`config.mk`:
```
export PLATFORM = sky130hd
export DESIGN_NAME = stack_language_tokenizer
export DESIGN_NICKNAME = d
export VERILOG_FILES = /design/src/rtl/slt_pkg.sv /design/src/rtl/stack_language_tokenizer.sv
export VERILOG_INCLUDE_DIRS = /design/src /design/src/rtl
export SDC_FILE = /design/constraint.sdc
export NUM_CORES = 2
export LEC_CHECK = 0
export ABC_AREA = 1
export BUFFER_PORTS_ARGS = -buffer_cell sky130_fd_sc_hd__buf_2
export CORE_UTILIZATION = 45
export CTS_CLUSTER_DIAMETER = 60
export DETAILED_ROUTE_END_ITERATION = 7
export PLACE_DENSITY_LB_ADDON = 0.08
export SLEW_MARGIN = 0
export SYNTH_ARGS = -nofsm -noshare
export SYNTH_HDL_FRONTEND = slang
export SYNTH_SLANG_ARGS = --single-unit
```
`constraint.sdc`:
```
create_clock -name clock -period 6.3 [get_ports clock]
set_input_delay 1.26 -clock clock [delete_from_list [all_inputs] [get_ports clock]]
set_output_delay 1.26 -clock clock [all_outputs]
set_load 0.1 [all_outputs]
```
`src/rtl/stack_language_tokenizer_macros.svh`:
```
// ----------------------------------------------------------------------------
// Stack language tokenizer assertion macros
// Shared concurrent assertion forms, clocked on clock and quiet in reset.
// ----------------------------------------------------------------------------
`ifndef STACK_LANGUAGE_TOKENIZER_MACROS_SVH
`define STACK_LANGUAGE_TOKENIZER_MACROS_SVH

// Property checked at every clock edge outside reset
`define SLT_ASSERT(name, prop, msg) \
   name: assert property (@(posedge clock) disable iff (reset) (prop)) else $error(msg);

// Implication into the following cycle
`define SLT_ASSERT_NEXT(name, cond, prop, msg) \
   name: assert property (@(posedge clock) disable iff (reset) (cond) |=> (prop)) \
      else $error(msg);

`endif

```
`src/rtl/slt_pkg.sv`:
```
// ----------------------------------------------------------------------------
// Stack language tokenizer package
// Token kinds, lexer modes, character codes, result type and class helpers.
// ----------------------------------------------------------------------------
package slt_pkg;

   typedef logic [3:0] kind_type;
   typedef logic [1:0] mode_type;

   // Token kinds
   localparam kind_type KIND_EOF  = 4'd0;
   localparam kind_type KIND_ADD  = 4'd1;
   localparam kind_type KIND_SUB  = 4'd2;
   localparam kind_type KIND_IDIV = 4'd3;
   localparam kind_type KIND_IMUL = 4'd4;
   localparam kind_type KIND_UDIV = 4'd5;
   localparam kind_type KIND_UMUL = 4'd6;
   localparam kind_type KIND_WORD = 4'd7;
   localparam kind_type KIND_INT  = 4'd8;
   localparam kind_type KIND_PUTI = 4'd9;

   // Lexer modes
   localparam mode_type MODE_TRIM    = 2'd0;
   localparam mode_type MODE_WORD    = 2'd1;
   localparam mode_type MODE_INT     = 2'd2;
   localparam mode_type MODE_COMMENT = 2'd3;

   // Character codes
   localparam logic [7:0] CH_PLUS  = 8'h2B;
   localparam logic [7:0] CH_MINUS = 8'h2D;
   localparam logic [7:0] CH_SLASH = 8'h2F;
   localparam logic [7:0] CH_SPACE = 8'h20;
   localparam logic [7:0] CH_TAB   = 8'h09;
   localparam logic [7:0] CH_LF    = 8'h0A;
   localparam logic [7:0] CH_ZERO  = 8'h30;
   localparam logic [7:0] CH_NINE  = 8'h39;

   // Keyword spellings, first letter in the top byte
   localparam logic [31:0] KW_IDIV = 32'h69646976;
   localparam logic [31:0] KW_IMUL = 32'h696D756C;
   localparam logic [31:0] KW_UDIV = 32'h75646976;
   localparam logic [31:0] KW_UMUL = 32'h756D756C;
   localparam logic [31:0] KW_PUTI = 32'h70757469;

   // One result transaction
   typedef struct packed {
      kind_type           kind;
      logic [31:0]        start_offset;
      logic [15:0]        word_length;
      logic signed [63:0] int_value;
      logic               last;
   } rsp_item_type;

   function automatic logic is_digit(input logic [7:0] c);
      return (c >= CH_ZERO) && (c <= CH_NINE);
   endfunction

   function automatic logic is_space(input logic [7:0] c);
      return (c == CH_SPACE) || (c == CH_TAB) || (c == CH_LF);
   endfunction

   function automatic logic breaks_word(input logic [7:0] c);
      return (c == CH_PLUS) || (c == CH_MINUS) || is_space(c);
   endfunction

   // Keyword match; only four-letter words qualify
   function automatic kind_type word_kind(input logic is_four, input logic [31:0] chars);
      kind_type k;
      k = KIND_WORD;
      if (is_four) begin
         if (chars == KW_IDIV)      k = KIND_IDIV;
         else if (chars == KW_IMUL) k = KIND_IMUL;
         else if (chars == KW_UDIV) k = KIND_UDIV;
         else if (chars == KW_UMUL) k = KIND_UMUL;
         else if (chars == KW_PUTI) k = KIND_PUTI;
      end
      return k;
   endfunction

endpackage

```
`src/rtl/stack_language_tokenizer.sv`:
```
// ----------------------------------------------------------------------------
// Stack language tokenizer: classifies each held byte against the next byte as lookahead.
// Throughput one byte per cycle while the result queue has room (req_stall); an end marker yields up to two tokens.
// Reset (synchronous) empties the result queue and starts a stream at 0.
// ----------------------------------------------------------------------------
`include "stack_language_tokenizer_macros.svh"

module stack_language_tokenizer
   import slt_pkg::*;
#(
   parameter int OFFSET_BITS = 32,
   parameter int LENGTH_BITS = 16
) (
   input  logic               clock,
   input  logic               reset,
   input  logic               req_valid,
   output logic               req_stall,
   input  logic [7:0]         req_in_byte,
   input  logic               req_at_end,
   output logic               rsp_valid,
   input  logic               rsp_stall,
   output logic [3:0]         rsp_kind,
   output logic [31:0]        rsp_start_offset,
   output logic [15:0]        rsp_word_length,
   output logic signed [63:0] rsp_int_value,
   output logic               rsp_last
);

   localparam logic [LENGTH_BITS-1:0] LEN_MAX  = {LENGTH_BITS{1'b1}};
   localparam logic [LENGTH_BITS-1:0] LEN_FOUR = LENGTH_BITS'(4);

   // Lexer state
   mode_type               mode_ff, mode_in;
   logic [7:0]             held_ff, held_in;
   logic                   held_valid_ff, held_valid_in;
   logic                   neg_ff, neg_in;
   logic [63:0]            acc_ff, acc_in;
   logic [LENGTH_BITS-1:0] len_ff, len_in;
   logic [31:0]            first_ff, first_in;
   logic [OFFSET_BITS-1:0] pos_ff, pos_in;
   logic [OFFSET_BITS-1:0] tstart_ff, tstart_in;

   // Result queue, four entries
   rsp_item_type q_ff [4];
   logic [1:0]   wr_ptr_ff, rd_ptr_ff;
   logic [2:0]   cnt_ff, cnt_in;

   logic                   accept, pop;
   logic [OFFSET_BITS-1:0] idx;
   logic                   p_digit, p_break, proceed;
   mode_type               mode_v;
   logic                   neg_v;
   logic [63:0]            acc_v, acc_x10;
   logic [LENGTH_BITS-1:0] len_v;
   logic [31:0]            first_v, len_wide;
   logic [OFFSET_BITS-1:0] tstart_v;
   logic [7:0]             digit;
   logic                   emit;
   rsp_item_type           item0, item1, push_a_item;
   logic                   push_a, push_b;

   assign accept    = req_valid && !req_stall;
   assign pop       = rsp_valid && !rsp_stall;
   assign req_stall = cnt_ff > 3'd2;
   assign rsp_valid = cnt_ff != 3'd0;

   assign idx     = pos_ff - OFFSET_BITS'(1);
   assign p_digit = !req_at_end && is_digit(req_in_byte);
   assign p_break = req_at_end || breaks_word(req_in_byte);
   assign digit   = held_ff - CH_ZERO;

   // Classify the held byte against the incoming lookahead
   always_comb begin
      mode_v   = mode_ff;
      neg_v    = neg_ff;
      acc_v    = acc_ff;
      len_v    = len_ff;
      first_v  = first_ff;
      tstart_v = tstart_ff;
      emit     = 1'b0;
      proceed  = 1'b1;
      acc_x10  = '0;
      len_wide = '0;
      item0    = '0;
      item0.last = !req_at_end;

      if (held_valid_ff) begin
         if (mode_v == MODE_TRIM) begin
            proceed = 1'b0;
            if (held_ff == CH_PLUS) begin
               emit               = 1'b1;
               item0.kind         = KIND_ADD;
               item0.start_offset = 32'(idx);
            end else if (held_ff == CH_MINUS) begin
               if (!p_digit) begin
                  emit               = 1'b1;
                  item0.kind         = KIND_SUB;
                  item0.start_offset = 32'(idx);
               end else begin
                  neg_v    = 1'b1;
                  acc_v    = '0;
                  tstart_v = idx;
                  mode_v   = MODE_INT;
               end
            end else if (held_ff == CH_SLASH && !req_at_end && req_in_byte == CH_SLASH) begin
               mode_v = MODE_COMMENT;
            end else if (!is_space(held_ff)) begin
               proceed  = 1'b1;
               tstart_v = idx;
               if (is_digit(held_ff)) begin
                  neg_v  = 1'b0;
                  acc_v  = '0;
                  mode_v = MODE_INT;
               end else begin
                  len_v   = '0;
                  first_v = '0;
                  mode_v  = MODE_WORD;
               end
            end
         end

         if (proceed) begin
            unique case (mode_v)
               MODE_WORD: begin
                  if (len_v < LEN_FOUR) first_v = {first_v[23:0], held_ff};
                  if (len_v < LEN_MAX) len_v = len_v + LENGTH_BITS'(1);
                  if (p_break) begin
                     len_wide           = 32'(len_v);
                     emit               = 1'b1;
                     item0.kind         = word_kind(len_v == LEN_FOUR, first_v);
                     item0.start_offset = 32'(tstart_v);
                     item0.word_length  = (len_wide > 32'h0000FFFF) ? 16'hFFFF
                                                                    : len_wide[15:0];
                     mode_v             = MODE_TRIM;
                  end
               end
               MODE_INT: begin
                  // Negative values accumulate already negated
                  acc_x10 = {acc_v[60:0], 3'b000} + {acc_v[62:0], 1'b0};
                  acc_v   = neg_v ? (acc_x10 - 64'(digit)) : (acc_x10 + 64'(digit));
                  if (!p_digit) begin
                     emit               = 1'b1;
                     item0.kind         = KIND_INT;
                     item0.start_offset = 32'(tstart_v);
                     item0.int_value    = acc_v;
                     mode_v             = MODE_TRIM;
                  end
               end
               MODE_COMMENT: begin
                  if (held_ff == CH_LF) mode_v = MODE_TRIM;
               end
               default: ;
            endcase
         end
      end
   end

   // End-of-stream token
   always_comb begin
      item1              = '0;
      item1.kind         = KIND_EOF;
      item1.start_offset = 32'(pos_ff);
      item1.last         = 1'b1;
   end

   // Next lexer state; the end marker starts a fresh stream
   always_comb begin
      mode_in       = mode_ff;
      held_in       = held_ff;
      held_valid_in = held_valid_ff;
      neg_in        = neg_ff;
      acc_in        = acc_ff;
      len_in        = len_ff;
      first_in      = first_ff;
      pos_in        = pos_ff;
      tstart_in     = tstart_ff;
      if (accept) begin
         if (req_at_end) begin
            mode_in       = MODE_TRIM;
            held_in       = '0;
            held_valid_in = 1'b0;
            neg_in        = 1'b0;
            acc_in        = '0;
            len_in        = '0;
            first_in      = '0;
            pos_in        = '0;
            tstart_in     = '0;
         end else begin
            mode_in       = mode_v;
            held_in       = req_in_byte;
            held_valid_in = 1'b1;
            neg_in        = neg_v;
            acc_in        = acc_v;
            len_in        = len_v;
            first_in      = first_v;
            pos_in        = pos_ff + OFFSET_BITS'(1);
            tstart_in     = tstart_v;
         end
      end
   end

   // Queue pushes: classified token first, then the end token
   assign push_a      = accept && (emit || req_at_end);
   assign push_b      = accept && emit && req_at_end;
   assign push_a_item = emit ? item0 : item1;
   assign cnt_in      = cnt_ff + 3'(push_a) + 3'(push_b) - 3'(pop);

   always_ff @(posedge clock) begin
      if (reset) begin
         mode_ff       <= MODE_TRIM;
         held_ff       <= '0;
         held_valid_ff <= 1'b0;
         neg_ff        <= 1'b0;
         acc_ff        <= '0;
         len_ff        <= '0;
         first_ff      <= '0;
         pos_ff        <= '0;
         tstart_ff     <= '0;
         wr_ptr_ff     <= '0;
         rd_ptr_ff     <= '0;
         cnt_ff        <= '0;
      end else begin
         mode_ff       <= mode_in;
         held_ff       <= held_in;
         held_valid_ff <= held_valid_in;
         neg_ff        <= neg_in;
         acc_ff        <= acc_in;
         len_ff        <= len_in;
         first_ff      <= first_in;
         pos_ff        <= pos_in;
         tstart_ff     <= tstart_in;
         wr_ptr_ff     <= wr_ptr_ff + 2'(push_a) + 2'(push_b);
         if (pop) rd_ptr_ff <= rd_ptr_ff + 2'd1;
         cnt_ff        <= cnt_in;
      end
   end

   // Queue storage
   always_ff @(posedge clock) begin
      if (push_a) q_ff[wr_ptr_ff] <= push_a_item;
      if (push_b) q_ff[wr_ptr_ff + 2'd1] <= item1;
   end

   assign rsp_kind         = q_ff[rd_ptr_ff].kind;
   assign rsp_start_offset = q_ff[rd_ptr_ff].start_offset;
   assign rsp_word_length  = q_ff[rd_ptr_ff].word_length;
   assign rsp_int_value    = q_ff[rd_ptr_ff].int_value;
   assign rsp_last         = q_ff[rd_ptr_ff].last;

   // Checks
   `SLT_ASSERT(a_cnt_bound, cnt_ff <= 3'd4, "result queue overfilled")
   `SLT_ASSERT_NEXT(a_end_clears, accept && req_at_end,
      !held_valid_ff && pos_ff == '0 && mode_ff == MODE_TRIM, "end marker did not restart stream")
   `SLT_ASSERT_NEXT(a_byte_held, accept && !req_at_end,
      held_valid_ff && held_ff == $past(req_in_byte), "accepted byte not held")
   `SLT_ASSERT_NEXT(a_cnt_idle, !accept && !pop, $stable(cnt_ff),
      "queue count moved without a transaction")

endmodule

```
# After elaboration in Yosys (flattened, before gate mapping)
# Memories as Yosys holds them, arrays and structs flattened. A register that Yosys moved wholly into a read port is not among the register bits.
# Cells that the tools add are included.
[op_classes]
n_addsub = 14
multipliers = 0
n_div = 0
n_lt_le_gt_ge = 7
eq_ne = 21
shift = 0
n_mux = 118
n_bitwise = 0
reduce_logical = 25
[op_table]
columns = ["operator", "count"]
rows = [
  ["$mux W64", 15],
  ["$mux W32", 23],
  ["$mux W16", 16],
  ["$mux W116", 2],
  ["$eq A32 B31 Y1 const B", 5],
  ["$mux W34", 4],
  ["$mux W117", 1],
  ["$pmux W36 S2", 1],
  ["$add A64 B64 Y64", 1],
  ["$add A64 B8 Y64", 1],
  ["$eq A8 B6 Y1 const B", 8],
  ["$sub A64 B8 Y64", 1],
  ["$mux W52", 1],
  ["$mux W36", 1],
  ["$add A32 B1 Y32 const B", 1],
  ["$eq A8 B4 Y1 const B", 4],
  ["$mux W2", 16],
  ["$sub A32 B1 Y32 const B", 1],
  ["$mux W1", 29],
  ["$mux W4", 6],
  ["$add A16 B1 Y16 const B", 1],
  ["$eq A16 B3 Y1 const B", 1],
  ["$ge A8 B6 Y1 const B", 2],
  ["$le A8 B6 Y1 const B", 2],
  ["other kinds (20)", 42],
]
[totals]
register_bits = 195
latch_bits = 0
ram_bits = 468
rom_bits = 0
input_bits = 13
out_inout_bits = 119
memories = 1
[memory_table]
columns = ["memory", "depth", "width", "read_ports", "rd_ports_with_merged_regs", "wr", "line", "text"]
rows = [
  ["q_ff", 4, 117, 1, 1, 2, "stack_language_tokenizer.sv:44", "rsp_item_type q_ff [4];"],
]

# Logic depth before layout (Yosys ltp)
[depth]
word_depth = 26
mapped_depth = 42
mapped_depth_nobuf = 40

# Worst setup path before layout
# Ideal clock, no wire load.
[synth_timing]
path_type = "input -> register"
startpoint = "in req_in_byte[4]"
endpoint = "mem q_ff[0][42] in the netlist's numbering"
arrival_time_ns = 5.632
t_required_ns = 6.187
setup_slack_ns = 0.555
path_stages = 33
cell_sequence = "inv_1 > nor2_1 > o21ai_0 > nor2_1 > nand3_1 > nor2_1 > nand2_1 > nand2_1 > clkbuf_1 > nor2_1 > ha_1 > fa_1 > xor2_1 > ha_1 > clkbuf_1 > nand4_1 > o21ai_0 > nand2_1 > nand2_1 > nand2_1 > inv_1 > nand2_1 > nor2_2 > nand3_1 > inv_2 > nand3_1 > nor2_1 > nand3_1 > nand2_1 > xor2_1 > nor2_1 > nand2_1 > nand2_1"
[synth_rtl]
columns = ["item", "line", "text"]
rows = [
  ["start, declared", "stack_language_tokenizer.sv:18", "input logic [7:0] req_in_byte,"],
  ["end, declared", "stack_language_tokenizer.sv:44", ""],
]

==> metrics.md <==
| Metric | Value |
|---|---|
| Deepest level of the CTS H-tree | 3 |
| FMAX | 169.0 MHz |
| Pleak | roughly 23 nW |
| EDFF count, synth | around 130 |
| Root cell of the clock tree | clkbuf_16 |
| Antenna violations before repair | 6 |
| Core Footprint | between 0.09 and 0.1 sq mm |
| Worst Max-Slew Pin Slew | approximately 1100 ps |
| VDD IR max | ~0.38 mV |
| Min Tclk post-route | just under 6000 ps |
| Initial Util | 0.4555 |
| CTS buffer count | 79 |
| Cell mode on critical path | nand2_1 |
| Top Ports | between 100 and 150 |
| Slowest stage delay, CP | slightly above 400 ps |
| Sink Count | ~660 |
| Setup TNS | 0 ps |
| Hold Crit Class | register to register |
| Status | finished, final reports clean |
| Multi-input gate area | about 0.024 sq mm |
| GP Congestion | 1.038 |
| Hold WS | 448.0 ps |
| Worst-Skew Late Latency | between 600 and 700 ps |
| Slew headroom | 0.2371 |
| Final period util | 0.9392 |
| Area grow syn2layout | 19.87% |
| Clock skew | approximately 30 ps |
| Unique cell type count in the Yosys netlist | 65 |
| CP max stage cell | dfxtp_1 |
| Die height | 306.9 um |
| Die W | around 310 um |
| Finished Cell Area | around 0.050 sq mm |
| Synthesized area per cell | roughly 6.6 sq um |
| YS warnings | 0 |
| Longest Clk Path Bufs | 3 |
| Seq/Total Area, Yosys | 0.3485 |
| PD cells | approximately 290 mW/mm^2 |
| Vias per cell | around 5.7 |
| First DRT Iteration DRCs | around 5600 |
| Routed wire per std cell | between 20 and 25 um |
| Top_reg_cell synth | dfxtp_1 |
| Crit-path max FO | 13 |
| Vias | around 46000 |
| Startpoint types | register |
| Register Area | approximately 0.015 sq mm |
| Pre-Repair DR Iteration Count | 5 |
| Port buffer count | roughly 130 |
| WHS Path Cells | 2 |
| Reg2reg path depth | 38 |
| Site Rows | between 100 and 150 |
| Residual DRC | 0 |
| Filler cells | 9275 |
| Critical Setup Path Class | register to register |
| Syn_nets | approximately 6500 |
| Final nets | just under 7000 |
| Clk slew on worst S/H paths | approximately 60 ps |
| Global-route wire length before repair | about 260000 um |
| Post-DP Area | ~0.048 sq mm |
| FF+latch count, synth | about 660 |
| Total Wirelength | 172500 um |
| WP data arrival | 6470 ps |
| Clock tree from TritonCTS | done |
| Max-cap viol count | 0 |
| Gr ovfl total | 0 |
| Final Setup Violations | 0 |
| Final hold vios | 0 |
| GRT Resource Usage Total | 0.3538 |
| Largest net degree at the start of global routing | 235 |
| Share of cells above drive strength 1 | 0.1467 |
| Vias in the first global route | ~41000 |
| Antenna Nets Post-Route | 0 |
| Post-Syn Area | between 0.04 and 0.05 sq mm |
| Setup crit end kind | register |
| Hpwl dp | 121900 um |
| Async set-reset flop share out of synthesis | 0 |
| Die footprint | ~0.094 sq mm |
| Pins Over Slew Limit | 0 |
| Total Power | between 10 and 15 mW |
| Req. time, crit path | between 6000 and 7000 ps |
| Setup WS pre-CTS | -297.5 ps |
| Final WS setup | approximately 380 ps |
| Post-Syn Instances | 6353 |
==> cells in the mapped netlist (19+ instances only) <==
master	n	area [sq um]
nand2_1	1780	6681
nor2_1	779	2924
o21ai_0	552	2763
dfxtp_1	536	10730
inv_1	505	1896
a21oi_1	382	1912
nand3_1	315	1577
o22ai_1	280	1752
clkbuf_1	235	882.1
edfxtp_1	128	3844
a32o_1	108	1081
xor2_1	94	823.3
ha_1	86	1076
nand4_1	85	531.8
a22o_1	64	560.5
buf_2	57	285.3
nor3_1	45	225.2
or2_2	32	200.2
nor2_2	26	162.7
buf_1	25	93.84
o211ai_1	19	142.6
==> flip-flops by register name (all words and copies together), names as in the netlist, 3 cells and up, named ones only <==
name       count
pos_ff        32
held_ff        8
len_ff        16
tstart_ff     32
cnt_ff         3
first_ff      32
acc_ff        63
q_ff         468
==> power breakdown <==
part	internal, mW	leakage (nW)	switching (mW)	total [mW]
registers	4.47	5.40	0.0781	4.55
clock network	2.60	1.23	1.95	4.55
logic	0.928	16.1	4.61	5.54
==> metrics by stage <==
stage                     std cells    util
after global placement         8011  0.5175
final                          8156  0.5461
after global routing           8155  0.5460
after detailed placement       8011  0.5175
after CTS                      8155  0.5455
after floorplan                6353       -
==> cell families (layout without fill, tap and decap cells) <==
kind of cell	after synthesis	after routing	synth area share
xor gates and xnor gates	107	107	0.02259
DFF	664	664	0.3485
muxes	1	1	0.0002394
AOI/OAI and AO/OA	1482	1482	0.2101
and+or+nand+nor	3125	3125	0.3062
other	0	1	0
buffers and inverters	882	1441	0.08374
adders and majority gates	92	92	0.02860
==> cell type report <==
class / instances / share of cell area
Multi-Input combinational cell: 4807 / 0.4756
Sequential cell: 664 / 0.2909
Timing Repair Buffer: 756 / 0.1104
Clock buffer: 123 / 0.04605
Inverter: 541 / 0.04081
Tap cell: 1243 / 0.03102
Clock inverter: 21 / 0.005266
Antenna cell: 1 / 0.00004992
==> placed cells by master, fill, tap and decap left out, types with 7 or more instances in the layout <==
cell          n
a21oi_1     382
a22o_1       64
a32o_1      108
buf_12       14
buf_2       130
buf_4       610
clkbuf_1     29
clkbuf_16    81
clkbuf_8     12
clkinv_1     16
dfxtp_1     534
edfxtp_1    128
ha_1         85
inv_1       502
inv_2        19
nand2_1    1775
nand2_2      14
nand3_1     314
nand3b_1     16
nand4_1      85
nor2_1      769
nor2_2       31
nor2_4       10
nor3_1       45
nor4_1        9
o211ai_1     19
o21a_1        8
o21ai_0     552
o21ai_1      16
o21bai_1      7
o22ai_1     280
or2_2        32
xnor2_1      12
xor2_1       93
==> worst max-delay path, delay by kind of cell, from the launching register on <==
kind	cells	cell delay [ps]
adder cells (fa/ha/maj)	2	560
buffers and inverters	10	1490
flip-flops	1	410
AND/OR/NAND/NOR	26	3330
==> path summary, 6_finish.rpt <==
check	startpoint	endpoint	slack (ps)
min reg2reg	q_ff[1][52]	q_ff[1][52]	450
min	q_ff[1][52]	q_ff[1][52]	450
max	held_ff[4]	q_ff[3][57]	380
max reg2reg	held_ff[4]	q_ff[3][57]	380
==> layer usage <==
metal  routed length [um]  part of all wire  up-vias  global-route usage
met3                14950             0.087      268             0.05059
li1                     -                 -    22320                   -
met4                 5672             0.033        4              0.1200
met2                74140              0.43     1928              0.5357
met5                   27           0.00016        -                   0
met1                77710              0.45    21840              0.5116
==> timing repair <==
action                     CTS  global route
setup endpoints to repair    0            99
hold buffers                 0             0
buffers inserted             0             0
resized for setup            0            13
No activity file was read; power rests on OpenSTA's default activity.
